===== src/hdl/lrss_pkg.sv =====
// Package with payload types, constants and fixed targets for the leg recovery sequencer.
package lrss_pkg;

    localparam int NUM_LEGS_DEF   = 4;
    localparam int ANGLE_BITS_DEF = 16;
    localparam int STEP_BITS_DEF  = 18;
    localparam int NUM_CFG        = 8;
    localparam int CFG_IDX_BITS   = 3;
    localparam int CFG_BITS       = 16;
    localparam int HEIGHT_BITS    = 16;

    localparam logic [1:0] MODE_SAMPLE = 2'd0;
    localparam logic [1:0] MODE_ENTER  = 2'd1;
    localparam logic [1:0] MODE_TICK   = 2'd2;

    localparam logic [1:0] PH_STAND = 2'd0;
    localparam logic [1:0] PH_FOLD  = 2'd1;
    localparam logic [1:0] PH_ROLL  = 2'd2;

    localparam logic [2:0] REG_STAND_RAMP  = 3'd0;
    localparam logic [2:0] REG_FOLD_RAMP   = 3'd1;
    localparam logic [2:0] REG_FOLD_SETTLE = 3'd2;
    localparam logic [2:0] REG_ROLL_RAMP   = 3'd3;
    localparam logic [2:0] REG_ROLL_SETTLE = 3'd4;
    localparam logic [2:0] REG_STAND_HIP   = 3'd5;
    localparam logic [2:0] REG_STAND_THIGH = 3'd6;
    localparam logic [2:0] REG_STAND_KNEE  = 3'd7;

    localparam logic signed [HEIGHT_BITS-1:0] STAND_H_LO = 16'sd820;
    localparam logic signed [HEIGHT_BITS-1:0] STAND_H_HI = 16'sd1843;
    localparam logic signed [HEIGHT_BITS-1:0] LOW_H      = 16'sd409;

    typedef struct packed {
        logic [1:0]                       mode;
        logic [1:0]                       leg;
        logic signed [ANGLE_BITS_DEF-1:0] hip_meas;
        logic signed [ANGLE_BITS_DEF-1:0] thigh_meas;
        logic signed [ANGLE_BITS_DEF-1:0] knee_meas;
        logic signed [HEIGHT_BITS-1:0]    trunk_height;
        logic                             upside_down;
    } t_in_item;

    typedef struct packed {
        logic [1:0]                       out_leg;
        logic signed [ANGLE_BITS_DEF-1:0] hip_set;
        logic signed [ANGLE_BITS_DEF-1:0] thigh_set;
        logic signed [ANGLE_BITS_DEF-1:0] knee_set;
        logic [1:0]                       phase;
        logic                             last;
    } t_out_item;

    // Fixed joint target of a phase; joint 0 hip, 1 thigh, 2 knee.
    function automatic logic signed [31:0] fixed_target(logic [1:0] ph, logic odd,
                                                        logic [1:0] joint);
        logic signed [31:0] v;
        v = 32'sd0;
        if (ph == PH_ROLL) begin
            case (joint)
                2'd0:    v = odd ? 32'sd5325 : 32'sd6144;
                2'd1:    v = odd ? -32'sd12698 : -32'sd6554;
                default: v = 32'sd11346;
            endcase
        end else begin
            case (joint)
                2'd0:    v = 32'sd0;
                2'd1:    v = -32'sd5734;
                default: v = 32'sd11059;
            endcase
        end
        return v;
    endfunction

endpackage


===== src/hdl/lrss_div.sv =====
// Shared restoring divider: signed dividend by unsigned 16-bit divisor, truncating.
module lrss_div #(
    parameter int NUM_BITS = 52
) (
    input  logic                        i_clk,
    input  logic                        i_rst_n,
    input  logic                        i_start,
    input  logic signed [NUM_BITS-1:0]  i_num,
    input  logic [15:0]                 i_den,
    output logic                        o_done,
    output logic signed [NUM_BITS-1:0]  o_quot
);
    localparam int CNT_BITS = $clog2(NUM_BITS + 1);

    logic [NUM_BITS-1:0] r_q;
    logic [16:0]         r_rem;
    logic                r_neg;
    logic                r_busy;
    logic [CNT_BITS-1:0] r_cnt;
    logic [17:0]         w_trial;
    logic [16:0]         w_shift;

    assign w_shift = {r_rem[15:0], r_q[NUM_BITS-1]};
    assign w_trial = {1'b0, w_shift} - {2'b00, i_den};

    always_ff @(posedge i_clk) begin
        if (!i_rst_n) begin
            r_busy <= 1'b0;
            o_done <= 1'b0;
            r_cnt  <= '0;
        end else begin
            o_done <= 1'b0;
            if (i_start) begin
                r_busy <= 1'b1;
                r_cnt  <= CNT_BITS'(NUM_BITS);
                r_neg  <= i_num[NUM_BITS-1];
                r_q    <= i_num[NUM_BITS-1] ? NUM_BITS'(-i_num) : i_num;
                r_rem  <= '0;
            end else if (r_busy) begin
                if (w_trial[17]) begin
                    r_rem <= w_shift;
                    r_q   <= {r_q[NUM_BITS-2:0], 1'b0};
                end else begin
                    r_rem <= w_trial[16:0];
                    r_q   <= {r_q[NUM_BITS-2:0], 1'b1};
                end
                r_cnt <= r_cnt - 1'b1;
                if (r_cnt == CNT_BITS'(1)) begin
                    r_busy <= 1'b0;
                    o_done <= 1'b1;
                end
            end
        end
    end

    assign o_quot = r_neg ? NUM_BITS'(-r_q) : r_q;
endmodule


===== src/hdl/lrss_datapath.sv =====
// Datapath: angle stores, configuration, step counter and interpolation arithmetic.
module lrss_datapath #(
    parameter int NUM_LEGS   = lrss_pkg::NUM_LEGS_DEF,
    parameter int ANGLE_BITS = lrss_pkg::ANGLE_BITS_DEF,
    parameter int STEP_BITS  = lrss_pkg::STEP_BITS_DEF,
    parameter int LEG_BITS   = 2
) (
    input  logic                                i_clk,
    input  logic                                i_rst_n,
    input  logic                                i_cfg_we,
    input  logic [lrss_pkg::CFG_IDX_BITS-1:0]   i_cfg_idx,
    input  logic [lrss_pkg::CFG_BITS-1:0]       i_cfg_data,
    input  lrss_pkg::t_in_item                  i_item,
    input  logic                                i_sample,
    input  logic                                i_enter,
    input  logic                                i_tick,
    input  logic                                i_abort,
    input  logic                                i_load_tgt,
    input  logic                                i_step_zero,
    input  logic                                i_step_inc,
    input  logic                                i_div_start,
    input  logic [LEG_BITS-1:0]                 i_leg,
    input  logic [1:0]                          i_joint,
    input  logic                                i_capture,
    output logic                                o_div_done,
    output logic [1:0]                          o_phase,
    output logic                                o_abort_cond,
    output logic                                o_end_cond,
    output logic signed [ANGLE_BITS-1:0]        o_hip,
    output logic signed [ANGLE_BITS-1:0]        o_thigh,
    output logic signed [ANGLE_BITS-1:0]        o_knee
);
    import lrss_pkg::*;

    localparam int NJ       = NUM_LEGS * 3;
    localparam int IDX_BITS  = $clog2(NJ);
    localparam int DIFF_BITS = ANGLE_BITS + 1;
    localparam int NUM_BITS  = DIFF_BITS + STEP_BITS + 1;
    localparam logic [STEP_BITS-1:0] STEP_MAX = '1;

    logic [15:0] r_cfg [NUM_CFG];
    logic signed [ANGLE_BITS-1:0] r_meas  [NJ];
    logic signed [ANGLE_BITS-1:0] r_start [NJ];
    logic [1:0]           r_phase;
    logic [STEP_BITS-1:0] r_step;
    logic signed [ANGLE_BITS-1:0] r_res [3];
    logic signed [HEIGHT_BITS-1:0] r_h;
    logic                 r_up;

    logic [15:0] w_ramp;
    logic signed [ANGLE_BITS-1:0] w_ini, w_fin;
    logic signed [DIFF_BITS-1:0]  w_diff;
    logic signed [NUM_BITS-1:0]   w_prod, w_quot;
    logic        w_use_fin;
    logic signed [ANGLE_BITS-1:0] w_val;
    logic [IDX_BITS-1:0] w_idx;
    logic [STEP_BITS+3:0] w_ramp7, w_step10;
    logic [STEP_BITS:0] w_sum;

    always_comb begin
        case (r_phase)
            PH_STAND: w_ramp = r_cfg[REG_STAND_RAMP];
            PH_ROLL:  w_ramp = r_cfg[REG_ROLL_RAMP];
            default:  w_ramp = r_cfg[REG_FOLD_RAMP];
        endcase
        w_idx = IDX_BITS'(i_leg * 3 + i_joint);
        w_ini = r_start[w_idx];
        if (r_phase == PH_STAND) begin
            case (i_joint)
                2'd0:    w_fin = ANGLE_BITS'($signed(r_cfg[REG_STAND_HIP]));
                2'd1:    w_fin = ANGLE_BITS'($signed(r_cfg[REG_STAND_THIGH]));
                default: w_fin = ANGLE_BITS'($signed(r_cfg[REG_STAND_KNEE]));
            endcase
        end else begin
            w_fin = ANGLE_BITS'(fixed_target(r_phase, i_leg[0], i_joint));
        end
        w_diff    = DIFF_BITS'(w_fin) - DIFF_BITS'(w_ini);
        w_prod    = NUM_BITS'(w_diff) * $signed({1'b0, r_step});
        w_use_fin = (w_ramp == 16'd0) ||
                    ((STEP_BITS+16)'(r_step) > (STEP_BITS+16)'(w_ramp));
        w_val     = w_use_fin ? w_fin : ANGLE_BITS'(NUM_BITS'(w_ini) + w_quot);
        w_ramp7   = (STEP_BITS+4)'(r_cfg[REG_STAND_RAMP]) * (STEP_BITS+4)'(7);
        w_step10  = (STEP_BITS+4)'(r_step) * (STEP_BITS+4)'(10);
        w_sum     = (STEP_BITS+1)'(r_phase == PH_ROLL ?
                    {1'b0, r_cfg[REG_ROLL_RAMP]} + r_cfg[REG_ROLL_SETTLE] :
                    {1'b0, r_cfg[REG_FOLD_RAMP]} + r_cfg[REG_FOLD_SETTLE]);
    end

    // Stand-up aborts once 10*step > 7*ramp, i.e. step > floor(ramp*0.7), and r_up or r_h <= LOW_H.
    assign o_abort_cond = (r_phase == PH_STAND) && (w_step10 > w_ramp7) &&
                          (r_up || (r_h <= LOW_H));
    // Stand-up never ends by itself; only an abort or a new enter leaves it.
    assign o_end_cond = (r_phase == PH_STAND) ? 1'b0 :
                        (r_phase == PH_ROLL)  ? ({1'b0, r_step} > w_sum)
                                              : ({1'b0, r_step} >= w_sum);
    assign o_phase = r_phase;

    lrss_div #(.NUM_BITS(NUM_BITS)) u_div (
        .i_clk   (i_clk),
        .i_rst_n (i_rst_n),
        .i_start (i_div_start),
        .i_num   (w_prod),
        .i_den   (w_ramp),
        .o_done  (o_div_done),
        .o_quot  (w_quot)
    );

    always_ff @(posedge i_clk) begin
        if (!i_rst_n) begin
            r_cfg[0] <= 16'd500;  r_cfg[1] <= 16'd1000; r_cfg[2] <= 16'd1000;
            r_cfg[3] <= 16'd150;  r_cfg[4] <= 16'd150;  r_cfg[5] <= 16'd0;
            r_cfg[6] <= 16'hF333; r_cfg[7] <= 16'd6554;
            for (int k = 0; k < NJ; k++) begin
                r_meas[k]  <= '0;
                r_start[k] <= '0;
            end
            r_phase <= PH_FOLD;
            r_step  <= '0;
            r_h     <= '0;
            r_up    <= 1'b0;
        end else begin
            if (i_cfg_we) r_cfg[i_cfg_idx] <= i_cfg_data;
            if (i_sample && (32'(i_item.leg) < NUM_LEGS)) begin
                r_meas[IDX_BITS'(i_item.leg * 3)]     <= ANGLE_BITS'(i_item.hip_meas);
                r_meas[IDX_BITS'(i_item.leg * 3 + 1)] <= ANGLE_BITS'(i_item.thigh_meas);
                r_meas[IDX_BITS'(i_item.leg * 3 + 2)] <= ANGLE_BITS'(i_item.knee_meas);
            end
            // The tick's height and flag are kept for the whole tick.
            if (i_tick) begin
                r_h  <= i_item.trunk_height;
                r_up <= i_item.upside_down;
            end
            if (i_enter) begin
                r_start <= r_meas;
                r_step  <= '0;
                r_phase <= (!i_item.upside_down && i_item.trunk_height >= STAND_H_LO &&
                            i_item.trunk_height <= STAND_H_HI) ? PH_STAND : PH_FOLD;
            end
            if (i_abort) begin
                r_start <= r_meas;
                r_phase <= PH_FOLD;
            end
            if (i_load_tgt) begin
                for (int k = 0; k < NJ; k++)
                    r_start[k] <= ANGLE_BITS'(fixed_target(r_phase, 1'((k / 3) % 2),
                                                           2'(k % 3)));
                r_phase <= (r_phase == PH_ROLL) ? PH_FOLD :
                           (r_up ? PH_ROLL : PH_STAND);
            end
            if (i_step_zero) r_step <= '0;
            else if (i_step_inc && r_step != STEP_MAX) r_step <= r_step + 1'b1;
            if (i_capture) r_res[i_joint] <= w_val;
        end
    end

    assign o_hip   = r_res[0];
    assign o_thigh = r_res[1];
    assign o_knee  = r_res[2];
endmodule


===== src/hdl/lrss_ctrl.sv =====
// Controller: sequences samples, enters and ticks through the shared divider.
module lrss_ctrl #(
    parameter int NUM_LEGS = lrss_pkg::NUM_LEGS_DEF,
    parameter int LEG_BITS = 2
) (
    input  logic                 i_clk,
    input  logic                 i_rst_n,
    input  logic                 i_in_valid,
    output logic                 o_in_stall,
    input  logic [1:0]           i_mode,
    input  logic                 i_out_stall,
    output logic                 o_out_valid,
    output logic                 o_last,
    input  logic                 i_div_done,
    input  logic                 i_abort_cond,
    input  logic                 i_end_cond,
    output logic                 o_sample,
    output logic                 o_enter,
    output logic                 o_tick,
    output logic                 o_abort,
    output logic                 o_load_tgt,
    output logic                 o_step_zero,
    output logic                 o_step_inc,
    output logic                 o_div_start,
    output logic [LEG_BITS-1:0]  o_leg,
    output logic [1:0]           o_joint,
    output logic                 o_capture
);
    import lrss_pkg::*;

    typedef enum logic [2:0] {S_IDLE, S_EVAL, S_DIV, S_WAIT, S_OUT, S_FIN} t_state;
    t_state r_state;
    logic   r_end;
    logic   w_acc;
    logic   w_eval;

    assign o_in_stall = (r_state != S_IDLE);
    assign w_acc      = i_in_valid && (r_state == S_IDLE);
    assign o_sample   = w_acc && (i_mode == MODE_SAMPLE);
    assign o_enter    = w_acc && (i_mode == MODE_ENTER);
    assign o_tick     = w_acc && (i_mode == MODE_TICK);
    assign w_eval     = (r_state == S_EVAL);
    assign o_abort    = w_eval && i_abort_cond;
    assign o_div_start = (r_state == S_DIV);
    assign o_capture  = (r_state == S_WAIT) && i_div_done;
    assign o_load_tgt = (r_state == S_FIN) && r_end;
    assign o_step_zero = o_abort || o_load_tgt;
    assign o_step_inc = (r_state == S_FIN) && !r_end;
    assign o_out_valid = (r_state == S_OUT);
    assign o_last     = (32'(o_leg) == NUM_LEGS - 1);

    always_ff @(posedge i_clk) begin
        if (!i_rst_n) begin
            r_state <= S_IDLE;
            o_leg   <= '0;
            o_joint <= '0;
            r_end   <= 1'b0;
        end else begin
            case (r_state)
                S_IDLE: if (o_tick) r_state <= S_EVAL;
                S_EVAL: begin
                    o_leg   <= '0;
                    o_joint <= '0;
                    r_end   <= i_end_cond;
                    r_state <= i_abort_cond ? S_IDLE : S_DIV;
                end
                S_DIV:  r_state <= S_WAIT;
                S_WAIT: if (i_div_done) begin
                    if (o_joint == 2'd2) begin
                        r_state <= S_OUT;
                    end else begin
                        o_joint <= o_joint + 1'b1;
                        r_state <= S_DIV;
                    end
                end
                S_OUT: if (!i_out_stall) begin
                    o_joint <= '0;
                    if (o_last) begin
                        r_state <= S_FIN;
                    end else begin
                        o_leg   <= o_leg + 1'b1;
                        r_state <= S_DIV;
                    end
                end
                S_FIN:  r_state <= S_IDLE;
                default: r_state <= S_IDLE;
            endcase
        end
    end
endmodule


===== src/hdl/leg_recovery_stand_sequencer.sv =====
// Top level of the leg recovery stand sequencer.
//  channel | direction | handshake
//  in      | input     | i_in_valid / o_in_stall, payload i_in_data
//  out     | output    | o_out_valid / i_out_stall, payload o_out_data
//  cfg     | input     | i_cfg_we, i_cfg_idx, i_cfg_data
// Samples, enters and ignored items are accepted in idle and leave the input free.
// A tick stalls the input while it makes NUM_LEGS*3 passes, twelve by default, through
// the one bit-per-cycle divider and sends one result per leg; an output stall makes
// the input stall last longer. An aborting tick stalls the input and gives no results.
// Reset is synchronous; results hold while the output is stalled.
module leg_recovery_stand_sequencer #(
    parameter int NUM_LEGS   = lrss_pkg::NUM_LEGS_DEF,
    parameter int STEP_BITS  = lrss_pkg::STEP_BITS_DEF
) (
    input  logic                              i_clk,
    input  logic                              i_rst_n,
    input  logic                              i_cfg_we,
    input  logic [lrss_pkg::CFG_IDX_BITS-1:0] i_cfg_idx,
    input  logic [lrss_pkg::CFG_BITS-1:0]     i_cfg_data,
    input  logic                              i_in_valid,
    output logic                              o_in_stall,
    input  lrss_pkg::t_in_item                i_in_data,
    output logic                              o_out_valid,
    input  logic                              i_out_stall,
    output lrss_pkg::t_out_item               o_out_data
);
    import lrss_pkg::*;
    localparam int LEG_BITS   = 2;
    localparam int ANGLE_BITS = ANGLE_BITS_DEF;

    logic s_sample, s_enter, s_tick, s_abort, s_load, s_zero, s_inc, s_start;
    logic s_done, s_acond, s_econd, s_cap, s_last;
    logic [LEG_BITS-1:0] s_leg;
    logic [1:0] s_joint, s_phase;
    logic signed [ANGLE_BITS-1:0] s_hip, s_thigh, s_knee;

    lrss_ctrl #(.NUM_LEGS(NUM_LEGS), .LEG_BITS(LEG_BITS)) u_ctrl (
        .i_clk(i_clk), .i_rst_n(i_rst_n), .i_in_valid(i_in_valid),
        .o_in_stall(o_in_stall), .i_mode(i_in_data.mode), .i_out_stall(i_out_stall),
        .o_out_valid(o_out_valid), .o_last(s_last), .i_div_done(s_done),
        .i_abort_cond(s_acond), .i_end_cond(s_econd), .o_sample(s_sample),
        .o_enter(s_enter), .o_tick(s_tick), .o_abort(s_abort), .o_load_tgt(s_load),
        .o_step_zero(s_zero), .o_step_inc(s_inc), .o_div_start(s_start),
        .o_leg(s_leg), .o_joint(s_joint), .o_capture(s_cap)
    );

    lrss_datapath #(.NUM_LEGS(NUM_LEGS), .ANGLE_BITS(ANGLE_BITS),
                    .STEP_BITS(STEP_BITS), .LEG_BITS(LEG_BITS)) u_dp (
        .i_clk(i_clk), .i_rst_n(i_rst_n), .i_cfg_we(i_cfg_we), .i_cfg_idx(i_cfg_idx),
        .i_cfg_data(i_cfg_data), .i_item(i_in_data), .i_sample(s_sample),
        .i_enter(s_enter), .i_tick(s_tick), .i_abort(s_abort), .i_load_tgt(s_load),
        .i_step_zero(s_zero), .i_step_inc(s_inc), .i_div_start(s_start),
        .i_leg(s_leg), .i_joint(s_joint), .i_capture(s_cap), .o_div_done(s_done),
        .o_phase(s_phase), .o_abort_cond(s_acond), .o_end_cond(s_econd),
        .o_hip(s_hip), .o_thigh(s_thigh), .o_knee(s_knee)
    );

    always_comb begin
        o_out_data.out_leg   = s_leg;
        o_out_data.hip_set   = s_hip;
        o_out_data.thigh_set = s_thigh;
        o_out_data.knee_set  = s_knee;
        o_out_data.phase     = s_phase;
        o_out_data.last      = s_last;
    end
endmodule

===== config.mk =====
export PLATFORM = sky130hd
export DESIGN_NAME = leg_recovery_stand_sequencer
export DESIGN_NICKNAME = d
export VERILOG_FILES = /design/src/hdl/lrss_pkg.sv /design/src/hdl/lrss_div.sv /design/src/hdl/lrss_datapath.sv /design/src/hdl/lrss_ctrl.sv /design/src/hdl/leg_recovery_stand_sequencer.sv
export SDC_FILE = /design/constraint.sdc
export NUM_CORES = 2
export LEC_CHECK = 0
export ABC_AREA = 1
export ABC_CLOCK_PERIOD_IN_PS = 11600
export BUFFER_PORTS_ARGS = -buffer_cell sky130_fd_sc_hd__buf_4
export CORE_MARGIN = 2
export CORE_UTILIZATION = 32
export CTS_CLUSTER_DIAMETER = 30
export DETAILED_ROUTE_END_ITERATION = 8
export SKIP_CTS_REPAIR_TIMING = 1
export SLEW_MARGIN = 20
export SYNTH_ARGS = -nofsm -noshare
export SYNTH_HDL_FRONTEND = slang
export SYNTH_SLANG_ARGS = --single-unit

===== constraint.sdc =====
create_clock -name i_clk -period 11.6 [get_ports i_clk]
set_clock_uncertainty 0.2 [all_clocks]
set_input_delay 2.32 -clock i_clk [delete_from_list [all_inputs] [get_ports i_clk]]
set_output_delay 2.32 -clock i_clk [all_outputs]
set_load 0.1 [all_outputs]

== Word level (Yosys, flattened, before mapping) ==
Memory sizes are Yosys's and may differ from the RTL's.
Cells that the tools add are included.
W data, S select, Z words.

* Logic and storage cells: 216
* Bits of input ports: 93
* Memories kept: 2
* Output and inout port bits: 55
* Register bits: 490
* RAM bits: 176

{| class="wikitable"
|+ Memory list
! memory !! words !! bits a word !! rd ports !! clocked after memory_dff !! wr ports !! RTL line !! RTL
|-
| u_dp.r_cfg || 8 || 16 || 8 || 0 || 8 || lrss_datapath.sv:41 || <nowiki>logic [15:0] r_cfg [NUM_CFG];</nowiki>
|-
| u_dp.r_res || 3 || 16 || 3 || 0 || 1 || lrss_datapath.sv:46 || <nowiki>logic signed [ANGLE_BITS-1:0] r_res [3];</nowiki>
|}

* Reduce and logical (&&, ||, !) cells: 41
* Bitwise gates (word level): 6
* Eq/ne operators: 18
* Order comparisons: 14
* Add/sub/neg operators: 14
* Muxes and demuxes: 77
* Multipliers: 5

{| class="wikitable"
|+ Operators with widths
! cell !! count
|-
| $bwmux W192 || 3
|-
| $mux W192 || 3
|-
| $demux W16 S4 || 3
|-
| $mux W16 || 12
|-
| $pmux W16 S2 || 4
|-
| $mux W36 || 3
|-
| $bmux W16 S4 || 1
|-
| $mul A17 B19 Y36 || 1
|-
| $mux W18 || 2
|-
| $neg A36 Y36 || 1
|-
| $add A16 B16 Y17 || 2
|-
| $mux W14 || 2
|-
| $mux W13 || 2
|-
| $mux W12 || 2
|-
| $gt A22 B19 Y1 || 1
|-
| $mux W2 || 11
|-
| $mul A18 B3 Y21 const B || 1
|-
| $ge A5 B5 Y1 const B || 4
|-
| $not A4 Y5 || 4
|-
| $ge A18 B19 Y1 || 1
|-
| $gt A18 B19 Y1 || 1
|-
| $mul A16 B3 Y19 const B || 1
|-
| $mux W19 || 1
|-
| $add A18 B1 Y18 const B || 1
|-
| 46 further kinds || 108
|}

== Logic depth before layout (Yosys ltp) ==
* Depth in word-level cells: 11
* Gate-level depth with buffers: 58
* Gate-level depth less buffers: 54

== Modules after synthesis ==
A second synthesis with hierarchy kept.

* Cells, all modules: 6863
* Area, all modules: 50912.6 µm²

{| class="wikitable"
|+ By module, submodules not included
! module !! times used !! area each (µm²) !! cells an instance
|-
| lrss_datapath || 1 || 44581.5 || 5856
|-
| lrss_div || 1 || 5779.3 || 915
|-
| lrss_ctrl || 1 || 544.3 || 91
|-
| leg_recovery_stand_sequencer || 1 || 7.5 || 1
|}

== Worst setup path after synthesis ==
OpenSTA, ideal clock, no wires.

* Path type: reg2reg
* Start: reg u_ctrl.o_leg[0]
* End: reg u_dp.u_div.r_q[30], data pin
* Setup time: 0.254 ns
* Arrival time: 10.385 ns
* Slack: 0.762 ns
* Cell stages (with the launch flop): 52
* Period minus slack after synthesis: 10.838 ns
* Path buffers: 6
* Data required time: 11.146 ns
* Cell sequence: dfxtp_1 > inv_1 > fa_1 > inv_1 > ha_1 > clkbuf_1 > inv_1 > clkbuf_1 > clkbuf_1 > a21oi_1 > a221oi_1 > a311oi_1 > a21oi_1 > ha_1 > inv_1 > fa_1 > nand3_1 > nand2_1 > [16 not listed] > fa_1 > inv_1 > ha_1 > nand2_1 > nor2_1 > inv_1 > nor3_1 > nand2_1 > a21boi_1 > nor2_1 > nand2_1 > nand2_2 > inv_2 > buf_6 > buf_4 > nand3_1 > nand3_1 > nand2_1

{| class="wikitable"
|+ RTL lines
! what !! RTL line !! RTL
|-
| start, declared || lrss_ctrl.sv:25 || <nowiki>output logic [LEG_BITS-1:0] o_leg,</nowiki>
|-
| start signal, assigned || lrss_ctrl.sv:81 || <nowiki>o_leg <= o_leg + 1'b1;</nowiki>
|-
| $mul A2 B2 Y4 || lrss_datapath.sv:66 || <nowiki>w_idx = IDX_BITS'(i_leg * 3 + i_joint);</nowiki>
|-
| $add A4 B2 Y4 || lrss_datapath.sv:66 ||
|-
| $not A4 Y5 (not written as such) || lrss_datapath.sv:67 || <nowiki>w_ini = r_start[w_idx];</nowiki>
|-
| $bmux W16 S4 || lrss_datapath.sv:67 ||
|-
| $mux W16 (not written as such) (2 in a row) || lrss_datapath.sv:67 ||
|-
| $sub A16 B16 Y17 * || lrss_datapath.sv:77 || <nowiki>w_diff = DIFF_BITS'(w_fin) - DIFF_BITS'(w_ini);</nowiki>
|-
| $mul A17 B19 Y36 * || lrss_datapath.sv:78 || <nowiki>w_prod = NUM_BITS'(w_diff) * $signed({1'b0, r_step});</nowiki>
|-
| named net u_dp.u_div.i_num[35] || lrss_div.sv:8 || <nowiki>input logic signed [NUM_BITS-1:0] i_num,</nowiki>
|-
| $mux W36 * || lrss_div.sv:37 || <nowiki>r_q <= i_num[NUM_BITS-1] ? NUM_BITS'(-i_num) : i_num;</nowiki>
|-
| $mux W36 * || lrss_div.sv:33 || <nowiki>if (i_start) begin</nowiki>
|-
| end signal, assigned || lrss_div.sv:37 ||
|-
| end signal, assigned || lrss_div.sv:42 || <nowiki>r_q <= {r_q[NUM_BITS-2:0], 1'b0};</nowiki>
|-
| end signal, assigned || lrss_div.sv:45 || <nowiki>r_q <= {r_q[NUM_BITS-2:0], 1'b1};</nowiki>
|-
| end, declared || lrss_div.sv:15 || <nowiki>logic [NUM_BITS-1:0] r_q;</nowiki>
|}

The timed path passes the listed nets; every way through them passes the cells marked *. The select of a mux whose other input is x is not followed.
A chain may end at the register's enable or synchronous reset.

== Final worst setup path ==
* Start: reg u_ctrl.o_leg[0]
* End: reg u_dp.u_div.r_q[28], data pin

* Word-level cells in the longest chain between the ends: 11

{| class="wikitable"
|+ RTL lines
! what !! RTL line
|-
| $mul A2 B2 Y4 || lrss_datapath.sv:66
|-
| $add A4 B2 Y4 || lrss_datapath.sv:66
|-
| $not A4 Y5 (not written as such) || lrss_datapath.sv:67
|-
| $bmux W16 S4 || lrss_datapath.sv:67
|-
| $mux W16 (not written as such) (2 in a row) || lrss_datapath.sv:67
|-
| $sub A16 B16 Y17 * || lrss_datapath.sv:77
|-
| $mul A17 B19 Y36 * || lrss_datapath.sv:78
|-
| $neg A36 Y36 || lrss_div.sv:37
|-
| $mux W36 * || lrss_div.sv:37
|-
| $mux W36 * || lrss_div.sv:33
|}

Mark *: on every way between the ends. The rest lies on a longest branch, timed or not. The select of a mux whose other input is x is not followed.

==> run summary <==
SYNTH
--------------------------------------------------------------------------------------
Warning count from the yosys run                                                     0
Mean post-synth cell area                                                   7.43 sq um
EDFF count, synth                                                                  229
Number of flip-flops and latches in the synthesized netlist                        665
Gate Count Post-Synth                                                             6727
FFs w/ async S/R, synth                                                             0%
Post-synth cell types                                                               70
Leading register cell type out of synthesis                               sky130_fd_sc_hd__dfxtp_1
Number of nets produced by synthesis                                              7413
Sequential-to-total area share from yosys stat                                   31.2%
Netlist area before placement                                              50000 sq um

GLOBAL ROUTING
--------------------------------------------------------------------------------------
Total global routing track utilization                                           21.7%
GRT Residual Overflow                                                                0
Global-route wire length before repair                                       267000 um
Maximum number of pins on one net before global-route repair                       185
Initial antenna violation count                                                      4
Number of global-route vias before repair                                        45500

CTS
--------------------------------------------------------------------------------------
Maximum clock path buffer count                                                      3
H-Tree Depth                                                                         4
Clock sink count                                                                   665
CTS tree                                                                          done
Clock insertion delay at the later pin of the skew report                      0.83 ns
Clock transition at the registers of the reported paths                        0.05 ns
Master cell of the clock root buffer                                      sky130_fd_sc_hd__clkbuf_16
Clock buffer count from CTS                                                        170

PLACED DESIGN
--------------------------------------------------------------------------------------
Hpwl dp                                                                      123000 um
Weighted congestion at the end of routability-driven global placement            0.945
Count of input and output buffers                                                  146
Number of placed instances with taps included                                     8674

FLOORPLAN
--------------------------------------------------------------------------------------
I/O pins                                                                           148
Die outline height                                                              399 um
Die area                                                                  159000 sq um
Die boundary width                                                              399 um
Number of rows in the core area                                                    145
Core area                                                                 156000 sq um
Effective utilization at floorplan                                               32.1%

ROUTE
--------------------------------------------------------------------------------------
Average routed wire per standard cell                                          19.6 um
Via density per instance                                                          5.27
Number of antenna-violating nets in the routed design                                0
Detailed Route Iter0 Violations                                                   4145
Via Count                                                                        47400
Total length of routed wires                                                 176000 um
Number of detailed-route iterations in the first pass                                7
Detailed-route DRC error count                                                       0

CRITICAL PATH
--------------------------------------------------------------------------------------
Setup crit start kind                                                             flop
Worst Setup End Kind                                                              flop
Worst reg2reg endpoint                                                    u_dp.u_div.r_q[28]
Worst reg2reg path startpoint                                             u_ctrl.o_leg[0]
Category of the most critical setup path                                       reg2reg
Critical path fanouts, max                                                           5
Worst endpoint data arrival time                                              11.43 ns
Crit path largest cell delay                                                   0.62 ns
Reg2reg setup slack                                                            0.51 ns
Library cell contributing the largest single delay on the critical path   sky130_fd_sc_hd__fa_1
Number of cells on the worst reg-to-reg path                                        49
Required time reported for the critical path endpoint                         11.94 ns
Cell repeated most along the worst path                                   sky130_fd_sc_hd__nand2_1

PWR
--------------------------------------------------------------------------------------
Total power per unit cell area                                             188 nW/um^2
Leakage                                                                        26.6 nW
Peak VDD IR                                                                   0.129 mV

FINAL LAYOUT
--------------------------------------------------------------------------------------
Share of layout cells above drive strength 1                                     9.77%
Fin cells                                                                         8997
Final nets                                                                        7481
Final core area utilization                                                      38.3%
Area grow syn2layout                                                             19.2%
Commonest cells after routing, fill and taps aside                        1570 x sky130_fd_sc_hd__nand2_1, 761 x sky130_fd_sc_hd__nor2_1, 743 x sky130_fd_sc_hd__inv_1, 446 x sky130_fd_sc_hd__o21ai_0, 444 x sky130_fd_sc_hd__a21oi_1
Fill cells                                                                       16100
Most common library cell in the layout ignoring fill and taps             sky130_fd_sc_hd__nand2_1

RUN STATUS
--------------------------------------------------------------------------------------
Outcome                                                                   finished clean

STA
--------------------------------------------------------------------------------------
Final hold violation count                                                           0
Final setup violation count                                                          0
Slew of the pin with the lowest slew margin                                    1.21 ns
Worst slew margin relative to its limit                                          19.1%
Number of pins with negative max-slew slack in the final report                      0
Tcrit/Tclk final                                                                 95.6%
Highest Clock Rate                                                          0.0902 GHz
Minimum clock period                                                          11.09 ns

WORST HOLD PATH
--------------------------------------------------------------------------------------
Classification of the worst-slack hold path                                    reg2reg
Startpoint of the worst hold path                                         u_dp.r_meas[155]
Min-Delay Path Depth                                                                 2
Hold EP                                                                   u_dp.r_meas[155]

RUN
--------------------------------------------------------------------------------------
Max Cap Viol                                                                         0

[metal layers]
metal | wire, um | vias up | track usage (%)
met1 | 78200 | 22700 | 30.2
met2 | 75600 | 2017 | 32.8
met5 | 0 | - | 0
met3 | 16200 | 340 | 4.76
li1 | - | 22300 | -
met4 | 5970 | 0 | 7.96
[Yosys cell counts (all sizes together), types with 26 or more instances]
library cell  count  area (sq um)
nand4            41           263
xnor2            40           358
nand2          1585          5970
a211oi           38           285
dfxtp           436          8730
o32ai            26           228
buf              89           616
a21oi           450          2270
clkbuf          284          1070
nor2            781          2970
o211ai           30           225
o21ai           544          2730
inv             770          2890
nand3b           36           270
ha              330          4130
xor2             69           604
fa              263          5270
a31oi           122           763
nor3             53           312
edfxtp          229          6880
nand3           269          1380
o22ai            66           413
[power by group]
group | switching, mW | internal, mW
sequential | 0.0515 | 2.55
combinational | 2.36 | 1.00
clock | 1.60 | 3.62
total | 4.01 | 7.17
[state kept, by name (all words and copies together), names as in the netlist]
name,flops
u_ctrl.o_leg,2
u_dp.r_cfg,128
u_dp.r_up,1
u_dp.r_step,18
u_dp.u_div.o_done,1
u_dp.u_div.r_neg,1
u_dp.u_div.r_rem,16
u_dp.r_start,192
u_ctrl.r_state,3
u_ctrl.r_end,1
u_dp.u_div.r_q,36
u_ctrl.o_joint,2
u_dp.r_res,48
u_dp.u_div.r_cnt,6
u_dp.r_meas,192
u_dp.u_div.r_busy,1
u_dp.o_phase,2
u_dp.r_h,15
[critical path: cells and delay by family (launching register included)]
kind            cells  cell delay [ns]
compound gates      5             0.85
fa+ha+maj          11             5.13
simple gates       22             3.04
buf+inv            11             1.29
flops               1             0.33
[kinds of logic after synthesis]
group / share of synthesized area, %
AOI/OAI and AO/OA: 15.8
DFF: 31.2
xor gates and xnor gates: 1.93
adders and majority gates: 18.8
buffers and inverters: 9.26
and+or+nand+nor: 22.9
muxes: 0.0426
[stage by stage]
step	cell area, sq um	TNS (ns)	hold slack [ns]	setup slack (ns)	total power, mW
global placement	53000	0	0.239	0.419	5.85
global route	59600	-0.0498	0.281	-0.0246	11.7
finish	59600	0	0.259	0.513	11.2
CTS	59400	0	0.259	0.289	11.1
detailed placement	53000	0	0.240	0.349	5.88
floorplan	50000	0	0.224	0.762	4.72
[cell type report]
class,instances,area [sq um],area share [%]
multi-input cells,4905,29900,50.2
clock inverters,109,1860,3.13
repair buffers,268,2110,3.54
clock buffers,205,4570,7.67
repair inverters,1,7.51,0.0126
well taps,2058,2570,4.32
diodes,2,5.00,0.00840
flip-flops and latches,665,15600,26.2
inverters,784,2960,4.98
[worst max-delay path by stage]
stage / startpoint / endpoint / slack [ns]
after floorplan: u_ctrl.o_leg[0] / u_dp.u_div.r_q[30] / 0.76
after global placement: u_ctrl.o_leg[0] / u_dp.u_div.r_q[28] / 0.42
after detailed placement: u_ctrl.o_leg[0] / u_dp.u_div.r_q[28] / 0.35
after CTS: u_ctrl.o_leg[0] / u_dp.u_div.r_q[4] / 0.29
after global routing: u_ctrl.o_leg[0] / u_dp.u_div.r_q[27] / -0.02
final: u_ctrl.o_leg[0] / u_dp.u_div.r_q[28] / 0.51
No activity file was read; power rests on OpenSTA's default activity.
